File: src/rtl/sprf_pkg.sv
// Package with the beat types, fixed-point constants and rounding helpers of the spinor simulator.
`timescale 1ns / 1ps

package sprf_pkg;

    localparam int CORDIC_STEPS = 16;
    localparam int SPINOR_BITS  = 24;
    localparam int FRAC_BITS    = SPINOR_BITS - 2;
    localparam int CORDIC_LAST  = ((CORDIC_STEPS < 24) ? CORDIC_STEPS : 24) - 1;

    localparam int A_W   = (SPINOR_BITS > 22) ? SPINOR_BITS : 22;
    localparam int B_W   = 34;
    localparam int P_W   = A_W + B_W;
    localparam int T_W   = P_W + 2;
    localparam int OM_W  = 23;
    localparam int PHI_W = 23;
    localparam int SQ_W  = 45;
    localparam int D_W   = P_W + 1;
    localparam int Q_W   = 34;
    localparam int SUM_W = SPINOR_BITS + 4;
    localparam int Z_W   = 28;
    localparam int ANG_W = PHI_W + 11;
    localparam int MC_W  = $clog2(A_W);
    localparam int DC_W  = $clog2(D_W);

    localparam logic [0:0] REG_POS_X = 1'b0;
    localparam logic [0:0] REG_POS_Y = 1'b1;

    localparam logic [ANG_W-1:0]    TWO_PI_Q24  = ANG_W'(105414357);
    localparam logic signed [Z_W-1:0] PI_Z      = Z_W'(52707179);
    localparam logic signed [Z_W-1:0] TWO_PI_Z  = Z_W'(105414357);
    localparam logic signed [Z_W-1:0] HALF_PI_Z = Z_W'(26353589);
    localparam logic signed [B_W-1:0] GAIN_Q30  = B_W'(652032874);

    localparam logic [Z_W-1:0] ATAN_Q24 [24] = '{
        Z_W'(13176795), Z_W'(7778716), Z_W'(4110060), Z_W'(2086331),
        Z_W'(1047214),  Z_W'(524117),  Z_W'(262123),  Z_W'(131069),
        Z_W'(65536),    Z_W'(32768),   Z_W'(16384),   Z_W'(8192),
        Z_W'(4096),     Z_W'(2048),    Z_W'(1024),    Z_W'(512),
        Z_W'(256),      Z_W'(128),     Z_W'(64),      Z_W'(32),
        Z_W'(16),       Z_W'(8),       Z_W'(4),       Z_W'(2)
    };

    typedef struct packed {
        logic signed [15:0] rf_re;
        logic signed [15:0] rf_im;
        logic signed [15:0] grad_x;
        logic signed [15:0] grad_y;
        logic               last;
    } t_in_item;

    typedef struct packed {
        logic signed [15:0] a_re;
        logic signed [15:0] a_im;
        logic signed [15:0] b_re;
        logic signed [15:0] b_im;
    } t_out_item;

    function automatic logic signed [63:0] f_rsr(input logic signed [63:0] v,
                                                 input int unsigned sh);
        logic [63:0] m;
        m = v[63] ? 64'(-v) : 64'(v);
        if (sh != 0) begin
            m = (m + (64'd1 << (sh - 1))) >> sh;
        end
        return v[63] ? -$signed(m) : $signed(m);
    endfunction

    function automatic logic signed [63:0] f_sat(input logic signed [63:0] v,
                                                 input int unsigned w);
        logic signed [63:0] hi;
        logic signed [63:0] lo;
        hi = $signed((64'd1 << (w - 1)) - 64'd1);
        lo = -hi - 64'sd1;
        return (v > hi) ? hi : ((v < lo) ? lo : v);
    endfunction

    function automatic logic signed [SPINOR_BITS-1:0] f_to_spinor(input logic signed [63:0] v);
        return SPINOR_BITS'(f_sat(f_rsr(v, 30 - FRAC_BITS), SPINOR_BITS));
    endfunction

    function automatic logic signed [15:0] f_out16(input logic signed [63:0] v);
        return 16'(f_sat(f_rsr(v, FRAC_BITS - 14), 16));
    endfunction

endpackage

File: src/rtl/spinor_rf_pulse_simulator.sv
// Spinor RF pulse simulator: one hard-pulse Cayley-Klein rotation per input beat.
`timescale 1ns / 1ps

// Each input beat occupies the block, with o_in_stall high while it is worked on; the angle,
// CORDIC and division steps are skipped when the rotation angle is zero. The time is set by
// the one-bit-per-cycle shift-and-add multiplier, used 24 times per beat (21 when the angle is
// zero), 16 of them with further set-up and accumulation states, and by the one-bit-per-cycle
// divider, used three times; the square root, angle reduction and a 16-step CORDIC add to it. A
// beat marked last produces one result beat, held in an output register; while an earlier
// result beat still waits there under stall, the last beat waits too and the input stays stalled.
module spinor_rf_pulse_simulator (
    input  logic                  i_clk,
    input  logic                  i_rst_n,
    input  logic                  i_cfg_we,
    input  logic [0:0]            i_cfg_idx,
    input  logic [15:0]           i_cfg_data,
    input  logic                  i_in_valid,
    input  sprf_pkg::t_in_item    i_in_data,
    output logic                  o_in_stall,
    output logic                  o_out_valid,
    output sprf_pkg::t_out_item   o_out_data,
    input  logic                  i_out_stall
);
    import sprf_pkg::*;

    localparam logic [4:0] S_IDLE  = 5'd0;
    localparam logic [4:0] S_MUL   = 5'd1;
    localparam logic [4:0] S_OM1   = 5'd2;
    localparam logic [4:0] S_OM2   = 5'd3;
    localparam logic [4:0] S_SQ1   = 5'd4;
    localparam logic [4:0] S_SQ2   = 5'd5;
    localparam logic [4:0] S_SQ3   = 5'd6;
    localparam logic [4:0] S_SQRT  = 5'd7;
    localparam logic [4:0] S_MOD   = 5'd8;
    localparam logic [4:0] S_FOLD  = 5'd9;
    localparam logic [4:0] S_CORD  = 5'd10;
    localparam logic [4:0] S_SC    = 5'd11;
    localparam logic [4:0] S_DIVM  = 5'd12;
    localparam logic [4:0] S_DIV   = 5'd13;
    localparam logic [4:0] S_DIVD  = 5'd14;
    localparam logic [4:0] S_CM    = 5'd15;
    localparam logic [4:0] S_CMACC = 5'd16;
    localparam logic [4:0] S_UPD   = 5'd17;

    localparam logic [1:0] DSEL_AI = 2'd0;
    localparam logic [1:0] DSEL_BR = 2'd1;
    localparam logic [1:0] DSEL_BI = 2'd2;

    localparam logic signed [SPINOR_BITS-1:0] SPIN_ONE = SPINOR_BITS'(1) <<< FRAC_BITS;

    logic [4:0] r_state;
    logic [4:0] r_ret;
    logic signed [15:0] r_pos_x;
    logic signed [15:0] r_pos_y;
    t_in_item r_in;
    logic signed [SPINOR_BITS-1:0] r_al_re, r_al_im, r_be_re, r_be_im;
    logic signed [SPINOR_BITS-1:0] r_st_ar, r_st_ai, r_st_br, r_st_bi;
    logic signed [OM_W-1:0] r_om;
    logic signed [T_W-1:0] r_t;
    logic [PHI_W-1:0] r_phi;
    logic [SQ_W-1:0] r_v, r_r, r_bit;
    logic [ANG_W-1:0] r_ang;
    logic [3:0] r_k;
    logic signed [B_W-1:0] r_x, r_y;
    logic signed [Z_W-1:0] r_z;
    logic r_flip;
    logic [4:0] r_ci;
    logic [D_W-1:0] r_dn;
    logic [PHI_W-1:0] r_rem;
    logic [Q_W-1:0] r_q;
    logic r_dneg;
    logic [1:0] r_dsel;
    logic [DC_W-1:0] r_dcnt;
    logic [A_W-1:0] r_ma;
    logic [P_W-1:0] r_mb, r_acc;
    logic r_mneg;
    logic [MC_W-1:0] r_mcnt;
    logic signed [SUM_W-1:0] r_sum_ar, r_sum_ai, r_sum_br, r_sum_bi;
    logic r_ovalid;
    t_out_item r_out;

    logic signed [P_W:0] w_prod;
    logic signed [A_W:0] m_a;
    logic signed [B_W-1:0] m_b;
    logic m_start;
    logic [4:0] m_ret;
    logic signed [A_W:0] cm_pr, cm_pi;
    logic signed [B_W-1:0] cm_qr, cm_qi;
    logic [SQ_W-1:0] sq_t;
    logic sq_ge;
    logic [PHI_W:0] d_rem2;
    logic d_ge;
    logic signed [Z_W-1:0] f_r, f_z;
    logic f_flip;
    logic signed [B_W-1:0] c_xs, c_ys;
    logic signed [Q_W:0] dq;
    logic signed [SPINOR_BITS-1:0] dterm;
    logic signed [SUM_W-1:0] cm_rr, cm_ri;
    logic signed [SPINOR_BITS-1:0] n_al_re, n_al_im, n_be_re, n_be_im;
    logic [D_W-1:0] n_dn;

    assign w_prod = r_mneg ? -$signed({1'b0, r_acc}) : $signed({1'b0, r_acc});

    always_comb begin
        cm_pr = '0;
        cm_pi = '0;
        cm_qr = '0;
        cm_qi = '0;
        case (r_k[3:2])
            2'd0: begin
                cm_pr = (A_W+1)'(r_st_ar);
                cm_pi = (A_W+1)'(r_st_ai);
                cm_qr = B_W'(r_al_re);
                cm_qi = B_W'(r_al_im);
            end
            2'd1: begin
                cm_pr = (A_W+1)'(r_st_br);
                cm_pi = -((A_W+1)'(r_st_bi));
                cm_qr = B_W'(r_be_re);
                cm_qi = B_W'(r_be_im);
            end
            2'd2: begin
                cm_pr = (A_W+1)'(r_st_br);
                cm_pi = (A_W+1)'(r_st_bi);
                cm_qr = B_W'(r_al_re);
                cm_qi = B_W'(r_al_im);
            end
            default: begin
                cm_pr = (A_W+1)'(r_st_ar);
                cm_pi = -((A_W+1)'(r_st_ai));
                cm_qr = B_W'(r_be_re);
                cm_qi = B_W'(r_be_im);
            end
        endcase
    end

    always_comb begin
        m_a = '0;
        m_b = '0;
        m_start = 1'b0;
        m_ret = S_IDLE;
        unique case (r_state)
            S_IDLE: begin
                m_a = (A_W+1)'(r_pos_x);
                m_b = B_W'(i_in_data.grad_x);
                m_start = i_in_valid;
                m_ret = S_OM1;
            end
            S_OM1: begin
                m_a = (A_W+1)'(r_pos_y);
                m_b = B_W'(r_in.grad_y);
                m_start = 1'b1;
                m_ret = S_OM2;
            end
            S_OM2: begin
                m_a = (A_W+1)'(r_in.rf_re);
                m_b = B_W'(r_in.rf_re);
                m_start = 1'b1;
                m_ret = S_SQ1;
            end
            S_SQ1: begin
                m_a = (A_W+1)'(r_in.rf_im);
                m_b = B_W'(r_in.rf_im);
                m_start = 1'b1;
                m_ret = S_SQ2;
            end
            S_SQ2: begin
                m_a = (A_W+1)'(r_om);
                m_b = B_W'(r_om);
                m_start = 1'b1;
                m_ret = S_SQ3;
            end
            S_SC: begin
                m_a = (A_W+1)'(r_om);
                m_b = r_y;
                m_start = 1'b1;
                m_ret = S_DIVM;
            end
            S_DIVD: begin
                m_a = (r_dsel == DSEL_AI) ? (A_W+1)'(r_in.rf_im) : (A_W+1)'(r_in.rf_re);
                m_b = r_y;
                m_start = (r_dsel != DSEL_BI);
                m_ret = S_DIVM;
            end
            S_CM: begin
                case (r_k[1:0])
                    2'd0: begin
                        m_a = cm_pr;
                        m_b = cm_qr;
                    end
                    2'd1: begin
                        m_a = cm_pi;
                        m_b = cm_qi;
                    end
                    2'd2: begin
                        m_a = cm_pr;
                        m_b = cm_qi;
                    end
                    default: begin
                        m_a = cm_pi;
                        m_b = cm_qr;
                    end
                endcase
                m_start = 1'b1;
                m_ret = S_CMACC;
            end
            S_MUL, S_SQ3, S_SQRT, S_MOD, S_FOLD, S_CORD, S_DIVM, S_DIV,
            S_CMACC, S_UPD: begin
            end
            default: begin
            end
        endcase
    end

    always_comb begin
        sq_t   = r_r + r_bit;
        sq_ge  = (r_v >= sq_t);
        d_rem2 = {r_rem, r_dn[D_W-1]};
        d_ge   = (d_rem2 >= {1'b0, r_phi});
        c_xs   = r_x >>> r_ci;
        c_ys   = r_y >>> r_ci;
        f_r    = $signed(Z_W'(r_ang));
        if (f_r > PI_Z) begin
            f_r = f_r - TWO_PI_Z;
        end
        f_flip = 1'b0;
        f_z    = f_r;
        if (f_r > HALF_PI_Z) begin
            f_z    = PI_Z - f_r;
            f_flip = 1'b1;
        end else if (f_r < -HALF_PI_Z) begin
            f_z    = -PI_Z - f_r;
            f_flip = 1'b1;
        end
        dq    = $signed({1'b0, r_q});
        dterm = f_to_spinor(64'((r_dneg ^ (r_dsel != DSEL_BR)) ? -dq : dq));
        cm_rr = SUM_W'(f_rsr(64'(r_t - T_W'(w_prod)), FRAC_BITS));
        cm_ri = SUM_W'(f_rsr(64'(r_t + T_W'(w_prod)), FRAC_BITS));
        n_al_re = SPINOR_BITS'(f_sat(64'(r_sum_ar), SPINOR_BITS));
        n_al_im = SPINOR_BITS'(f_sat(64'(r_sum_ai), SPINOR_BITS));
        n_be_re = SPINOR_BITS'(f_sat(64'(r_sum_br), SPINOR_BITS));
        n_be_im = SPINOR_BITS'(f_sat(64'(r_sum_bi), SPINOR_BITS));
        n_dn    = (w_prod[P_W] ? D_W'(-w_prod) : D_W'(w_prod)) + D_W'(r_phi >> 1);
    end

    always_ff @(posedge i_clk) begin
        if (!i_rst_n) begin
            r_state  <= S_IDLE;
            r_pos_x  <= '0;
            r_pos_y  <= '0;
            r_al_re  <= SPIN_ONE;
            r_al_im  <= '0;
            r_be_re  <= '0;
            r_be_im  <= '0;
            r_ovalid <= 1'b0;
        end else begin
            if (i_cfg_we) begin
                if (i_cfg_idx == REG_POS_X) begin
                    r_pos_x <= $signed(i_cfg_data);
                end else begin
                    r_pos_y <= $signed(i_cfg_data);
                end
            end
            if (r_ovalid && !i_out_stall) begin
                r_ovalid <= 1'b0;
            end
            if (m_start) begin
                r_ma   <= m_a[A_W] ? A_W'(-m_a) : A_W'(m_a);
                r_mb   <= m_b[B_W-1] ? P_W'($unsigned(-m_b)) : P_W'($unsigned(m_b));
                r_mneg <= m_a[A_W] ^ m_b[B_W-1];
                r_acc  <= '0;
                r_mcnt <= '0;
                r_ret  <= m_ret;
                r_state <= S_MUL;
            end
            unique case (r_state)
                S_IDLE: begin
                    if (i_in_valid) begin
                        r_in <= i_in_data;
                    end
                end
                S_MUL: begin
                    if (r_ma[0]) begin
                        r_acc <= r_acc + r_mb;
                    end
                    r_ma   <= r_ma >> 1;
                    r_mb   <= r_mb << 1;
                    r_mcnt <= r_mcnt + 1'b1;
                    if (r_mcnt == MC_W'(A_W - 1)) begin
                        r_state <= r_ret;
                    end
                end
                S_OM1: begin
                    r_t <= T_W'(w_prod);
                end
                S_OM2: begin
                    r_om <= OM_W'(f_rsr(64'(r_t + T_W'(w_prod)), 10));
                end
                S_SQ1: begin
                    r_t <= T_W'(w_prod);
                end
                S_SQ2: begin
                    r_t <= r_t + T_W'(w_prod);
                end
                S_SQ3: begin
                    r_v     <= SQ_W'(r_t + T_W'(w_prod));
                    r_r     <= '0;
                    r_bit   <= SQ_W'(1) << (SQ_W - 1 - ((SQ_W - 1) % 2));
                    r_state <= S_SQRT;
                end
                S_SQRT: begin
                    if (sq_ge) begin
                        r_v <= r_v - sq_t;
                        r_r <= (r_r >> 1) + r_bit;
                    end else begin
                        r_r <= r_r >> 1;
                    end
                    r_bit <= r_bit >> 2;
                    if (r_bit[0]) begin
                        r_phi <= PHI_W'(sq_ge ? (r_r >> 1) + r_bit : r_r >> 1);
                        r_ang <= {PHI_W'(sq_ge ? (r_r >> 1) + r_bit : r_r >> 1), 11'd0};
                        r_k   <= 4'd6;
                        if ((sq_ge ? (r_r >> 1) + r_bit : r_r >> 1) == '0) begin
                            r_st_ar  <= SPIN_ONE;
                            r_st_ai  <= '0;
                            r_st_br  <= '0;
                            r_st_bi  <= '0;
                            r_k      <= '0;
                            r_sum_ar <= '0;
                            r_sum_ai <= '0;
                            r_sum_br <= '0;
                            r_sum_bi <= '0;
                            r_state  <= S_CM;
                        end else begin
                            r_state <= S_MOD;
                        end
                    end
                end
                S_MOD: begin
                    if (r_ang >= (TWO_PI_Q24 << r_k[2:0])) begin
                        r_ang <= r_ang - (TWO_PI_Q24 << r_k[2:0]);
                    end
                    r_k <= r_k - 1'b1;
                    if (r_k == '0) begin
                        r_state <= S_FOLD;
                    end
                end
                S_FOLD: begin
                    r_z     <= f_z;
                    r_flip  <= f_flip;
                    r_x     <= GAIN_Q30;
                    r_y     <= '0;
                    r_ci    <= '0;
                    r_state <= S_CORD;
                end
                S_CORD: begin
                    if (!r_z[Z_W-1]) begin
                        r_x <= r_x - c_ys;
                        r_y <= r_y + c_xs;
                        r_z <= r_z - $signed(ATAN_Q24[r_ci]);
                    end else begin
                        r_x <= r_x + c_ys;
                        r_y <= r_y - c_xs;
                        r_z <= r_z + $signed(ATAN_Q24[r_ci]);
                    end
                    r_ci <= r_ci + 1'b1;
                    if (r_ci == 5'(CORDIC_LAST)) begin
                        r_state <= S_SC;
                    end
                end
                S_SC: begin
                    r_st_ar <= f_to_spinor(64'(r_flip ? -r_x : r_x));
                    r_dsel  <= DSEL_AI;
                end
                S_DIVM: begin
                    r_dn    <= n_dn;
                    r_dneg  <= w_prod[P_W];
                    r_rem   <= '0;
                    r_q     <= '0;
                    r_dcnt  <= '0;
                    r_state <= S_DIV;
                end
                S_DIV: begin
                    r_rem  <= d_ge ? PHI_W'(d_rem2 - {1'b0, r_phi}) : PHI_W'(d_rem2);
                    r_q    <= {r_q[Q_W-2:0], d_ge};
                    r_dn   <= r_dn << 1;
                    r_dcnt <= r_dcnt + 1'b1;
                    if (r_dcnt == DC_W'(D_W - 1)) begin
                        r_state <= S_DIVD;
                    end
                end
                S_DIVD: begin
                    case (r_dsel)
                        DSEL_AI: r_st_ai <= dterm;
                        DSEL_BR: r_st_br <= dterm;
                        default: r_st_bi <= dterm;
                    endcase
                    if (r_dsel == DSEL_BI) begin
                        r_k      <= '0;
                        r_sum_ar <= '0;
                        r_sum_ai <= '0;
                        r_sum_br <= '0;
                        r_sum_bi <= '0;
                        r_state  <= S_CM;
                    end else begin
                        r_dsel <= r_dsel + 1'b1;
                    end
                end
                S_CM: begin
                end
                S_CMACC: begin
                    case (r_k[1:0])
                        2'd1: begin
                            case (r_k[3:2])
                                2'd0: r_sum_ar <= r_sum_ar + cm_rr;
                                2'd1: r_sum_ar <= r_sum_ar - cm_rr;
                                default: r_sum_br <= r_sum_br + cm_rr;
                            endcase
                        end
                        2'd3: begin
                            case (r_k[3:2])
                                2'd0: r_sum_ai <= r_sum_ai + cm_ri;
                                2'd1: r_sum_ai <= r_sum_ai - cm_ri;
                                default: r_sum_bi <= r_sum_bi + cm_ri;
                            endcase
                        end
                        default: r_t <= T_W'(w_prod);
                    endcase
                    r_k <= r_k + 1'b1;
                    r_state <= (r_k == 4'd15) ? S_UPD : S_CM;
                end
                S_UPD: begin
                    if (!r_in.last) begin
                        r_al_re <= n_al_re;
                        r_al_im <= n_al_im;
                        r_be_re <= n_be_re;
                        r_be_im <= n_be_im;
                        r_state <= S_IDLE;
                    end else if (!r_ovalid || !i_out_stall) begin
                        r_out.a_re <= f_out16(64'(n_al_re));
                        r_out.a_im <= f_out16(64'(n_al_im));
                        r_out.b_re <= f_out16(64'(n_be_re));
                        r_out.b_im <= f_out16(64'(n_be_im));
                        r_ovalid   <= 1'b1;
                        r_al_re    <= SPIN_ONE;
                        r_al_im    <= '0;
                        r_be_re    <= '0;
                        r_be_im    <= '0;
                        r_state    <= S_IDLE;
                    end
                end
                default: r_state <= S_IDLE;
            endcase
        end
    end

    assign o_in_stall  = (r_state != S_IDLE);
    assign o_out_valid = r_ovalid;
    assign o_out_data  = r_out;

endmodule

File: config.mk
export PLATFORM = sky130hd
export DESIGN_NAME = spinor_rf_pulse_simulator
export DESIGN_NICKNAME = d
export VERILOG_FILES = /design/src/rtl/sprf_pkg.sv /design/src/rtl/spinor_rf_pulse_simulator.sv
export SDC_FILE = /design/constraint.sdc
export NUM_CORES = 2
export LEC_CHECK = 0
export BUFFER_PORTS_ARGS = -buffer_cell sky130_fd_sc_hd__buf_2
export CORE_MARGIN = 3
export CORE_UTILIZATION = 45
export CTS_CLUSTER_SIZE = 24
export DETAILED_ROUTE_END_ITERATION = 10
export GPL_ROUTABILITY_DRIVEN = 0
export PLACE_DENSITY_LB_ADDON = 0.2
export SYNTH_ARGS = -nofsm -noshare
export SYNTH_HDL_FRONTEND = slang
export SYNTH_SLANG_ARGS = --single-unit
File: constraint.sdc
create_clock -name i_clk -period 36.1 [get_ports i_clk]
set_clock_uncertainty 0.2 [all_clocks]
set_input_delay 7.22 -clock i_clk [delete_from_list [all_inputs] [get_ports i_clk]]
set_output_delay 7.22 -clock i_clk [all_outputs]
set_load 0.02 [all_outputs]
==> qor.yml <==
combinationalPowerShare: 0.471
power_frac_seq: 0.273
grt_remaining_overflow: 0
finalSetupTns_ps: 0
status: "complete, no violations"
ys.flop_type: "edfxtp_1"
ys_async_sr_fraction: 0
area_delta_synth_final_pct: 7.82
die-height_um: 485
utilization: 0.489
final-max-slew-violation-count: 0
switching_share: 0.415
rsz0062_at_grt: "no"
synth.area.top_cells: "edfxtp_1 28%, xnor2_1 7.4%, ha_1 7.2%, nand2_1 4.9%, a21oi_1 4.5%"
p_per_area_mw_per_mm2: 48.6
hpwl_um: 268000
die_area_mm2: 0.236
critPathMaxFanout: 82
layout_min_cycle_time_ps: 14960
setup_viol: 0
numCtsBuffers: 135
insertion_delay_ps: 820
die_x_um: 485
yosysTopAreaCell: "edfxtp_1"
start_kind: "register"
core-area_mm2: 0.228
worstPathRequired_ps: 36430
synth_seq_cells: 1090
drt-initial-drc-count: 11600
wl_um: 348000
viasPerCell: 6.26
critPathSlowestCell: "xor2_1"
p_int_uw: 3170
cts.sinks: 1090
cp_num_buf_inv: 7
path_class: "register to register"
ant_nets: 0
drive_above_1_share: 0.0712
synth_nets: 13200
cts_tree: "yes"
arrival_ps: 15290
ys_seq_area_frac: 0.303
synth_cell_type_count: 124
fin_crit_sh: 0.414
drv_cap: 0
initial_core_util: 0.454
grt_pass1_vias: 89300
hold_viol: 0
cts_hold_buf: 0
cp_common_cell: "inv_1"
synth_top_area_share: 0.277
path_clk_slew_ps: 60
end_kind: "register"
grt.total_usage: 0.282
avgRoutedWirePerCell_um: 22.5
relSlewSlack: 0.0814
vias: 96900
critPathMaxStageDelay_ps: 830
synth_edf_count: 956
cts_buffer_depth: 3
cts_max_level: 4
post-route-drc-count: 0
syn-instance-count: 12500
cts_resized: 0
rows: 175
cts-root-buf: "clkbuf_16"
nets: 13000
worst_pin_slew_ps: 1340
post_cts_buffers: 0
grt_pass1_wl_um: 529000
grt_start_max_net_pins: 97
ios: 153
yosys_warnings: 0
p_switching_uw: 2250
dr.pass1.iters: 10
max_freq_mhz: 66.9
critPathTopFamily: "compound AO/OA/AOI/OAI gates"
synth_area_mm2: 0.103
hold_class: "register to register"
antenna_found_initial: 12
synth.avg_cell_area_um2: 8.26
port_buffers: 152
clockPowerShare: 0.255
ir_drop_v: 0.0000581
leakage_uw: 0.0412
## tightest hold or removal path, cell delays in order (launching register included)
cell and delay [ps]:
dfxtp_1 310, nand2_1 50, a21boi_0 60
## stage by stage
stage | total power, uW | worst slack, ps | cells | cell area [um^2] | hold WS (ps)
global route | 5730 | 20020 | 15500 | 112000 | 284
CTS | 5380 | 21480 | 15500 | 112000 | 267
floorplan | 3330 | 19000 | 12500 | 103000 | 238
global placement | 3920 | 21930 | 15200 | 107000 | 248
detailed placement | 3980 | 21510 | 15200 | 107000 | 261
finish | 5420 | 21140 | 15500 | 112000 | 266
## cell families after synthesis
family | share of synthesized area
adders and majority gates | 0.0745
and+or+nand+nor | 0.216
AOI/OAI and AO/OA | 0.212
DFF | 0.303
muxes | 0.0343
xor gates and xnor gates | 0.118
buffers and inverters | 0.0421
## layer usage
metal,wire length [um],up-vias,track usage
met5,27,-,0
met2,149000,4449,0.428
li1,-,45500,-
met3,33000,691,0.0503
met4,14000,4,0.102
met1,152000,46300,0.400
## registers in the layout (all words and copies together) (netlist names), 28 cells and up
signal	cells
r_sum_ai	28
r_y	34
r_sum_ar	28
r_v	45
r_r	45
r_mb	58
r_t	60
r_in	49
o_out_data	64
r_q	34
r_x	34
r_sum_bi	28
r_dn	59
r_z	28
r_acc	58
r_sum_br	28
r_ang	34
## cell usage after synthesis, types with 83 or more instances
| cell | count |
|---|---|
| nand2_1 | 1358 |
| nor2_1 | 1139 |
| edfxtp_1 | 956 |
| a21oi_1 | 933 |
| o21ai_0 | 902 |
| xnor2_1 | 872 |
| ha_1 | 592 |
| inv_1 | 530 |
| xor2_1 | 501 |
| clkbuf_1 | 488 |
| nand3_1 | 333 |
| nor3_1 | 311 |
| and2_1 | 232 |
| and3_1 | 191 |
| a31oi_1 | 172 |
| mux2i_1 | 152 |
| o21bai_1 | 149 |
| nand4_1 | 143 |
| or3_1 | 141 |
| nor2b_1 | 137 |
| dfxtp_1 | 134 |
| nand2b_1 | 131 |
| nor4_1 | 126 |
| a21o_1 | 125 |
| o31ai_1 | 111 |
| a21boi_0 | 110 |
| a211oi_1 | 94 |
| buf_1 | 94 |
| or2_2 | 83 |
## power by group through the flow
stage / clock network [uW] / logic (uW) / registers (uW)
floorplan: 0 / 1850 / 1480
global placement: 0 / 2420 / 1500
detailed placement: 0 / 2480 / 1500
CTS: 1410 / 2490 / 1480
global route: 1460 / 2790 / 1480
finish: 1380 / 2550 / 1480
## layout by cell type (no fill, tap or decap), types with 151 or more instances in the layout
master | synthesis | final
nor3_1 | 311 | 306
mux2i_1 | 152 | 152
edfxtp_1 | 956 | 956
xnor2_1 | 872 | 869
nand3_1 | 333 | 333
buf_4 | 1 | 157
buf_2 | 20 | 151
nand2_1 | 1358 | 1352
ha_1 | 592 | 590
xor2_1 | 501 | 501
and2_1 | 232 | 231
a21oi_1 | 933 | 930
inv_1 | 530 | 528
nor2_1 | 1139 | 1130
and3_1 | 191 | 190
a31oi_1 | 172 | 171
o21ai_0 | 902 | 900
## final cells by class
class	count	area (um^2)
fillers	21600	116000
multi-input cells	10300	68000
flip-flops and latches	1090	31400
clock buffers	187	3790
well taps	3009	3760
inverters	538	2020
repair buffers	309	1950
clock inverters	58	631
diodes	11	27.5
## path summary, 6_finish.rpt
kind	startpoint	to	slack [ps]	cells after the start
max	r_acc[0]$_DFFE_PP_	r_sum_ai[27]$_SDFFCE_PN0P_	21140	52
min	r_be_im[4]$_SDFFE_PN0P_	r_be_im[4]$_SDFFE_PN0P_	270	2
max reg2reg	r_acc[0]$_DFFE_PP_	r_sum_ai[27]$_SDFFCE_PN0P_	21140	52
min reg2reg	r_be_im[4]$_SDFFE_PN0P_	r_be_im[4]$_SDFFE_PN0P_	270	2
(Power assumes the default switching activity.)
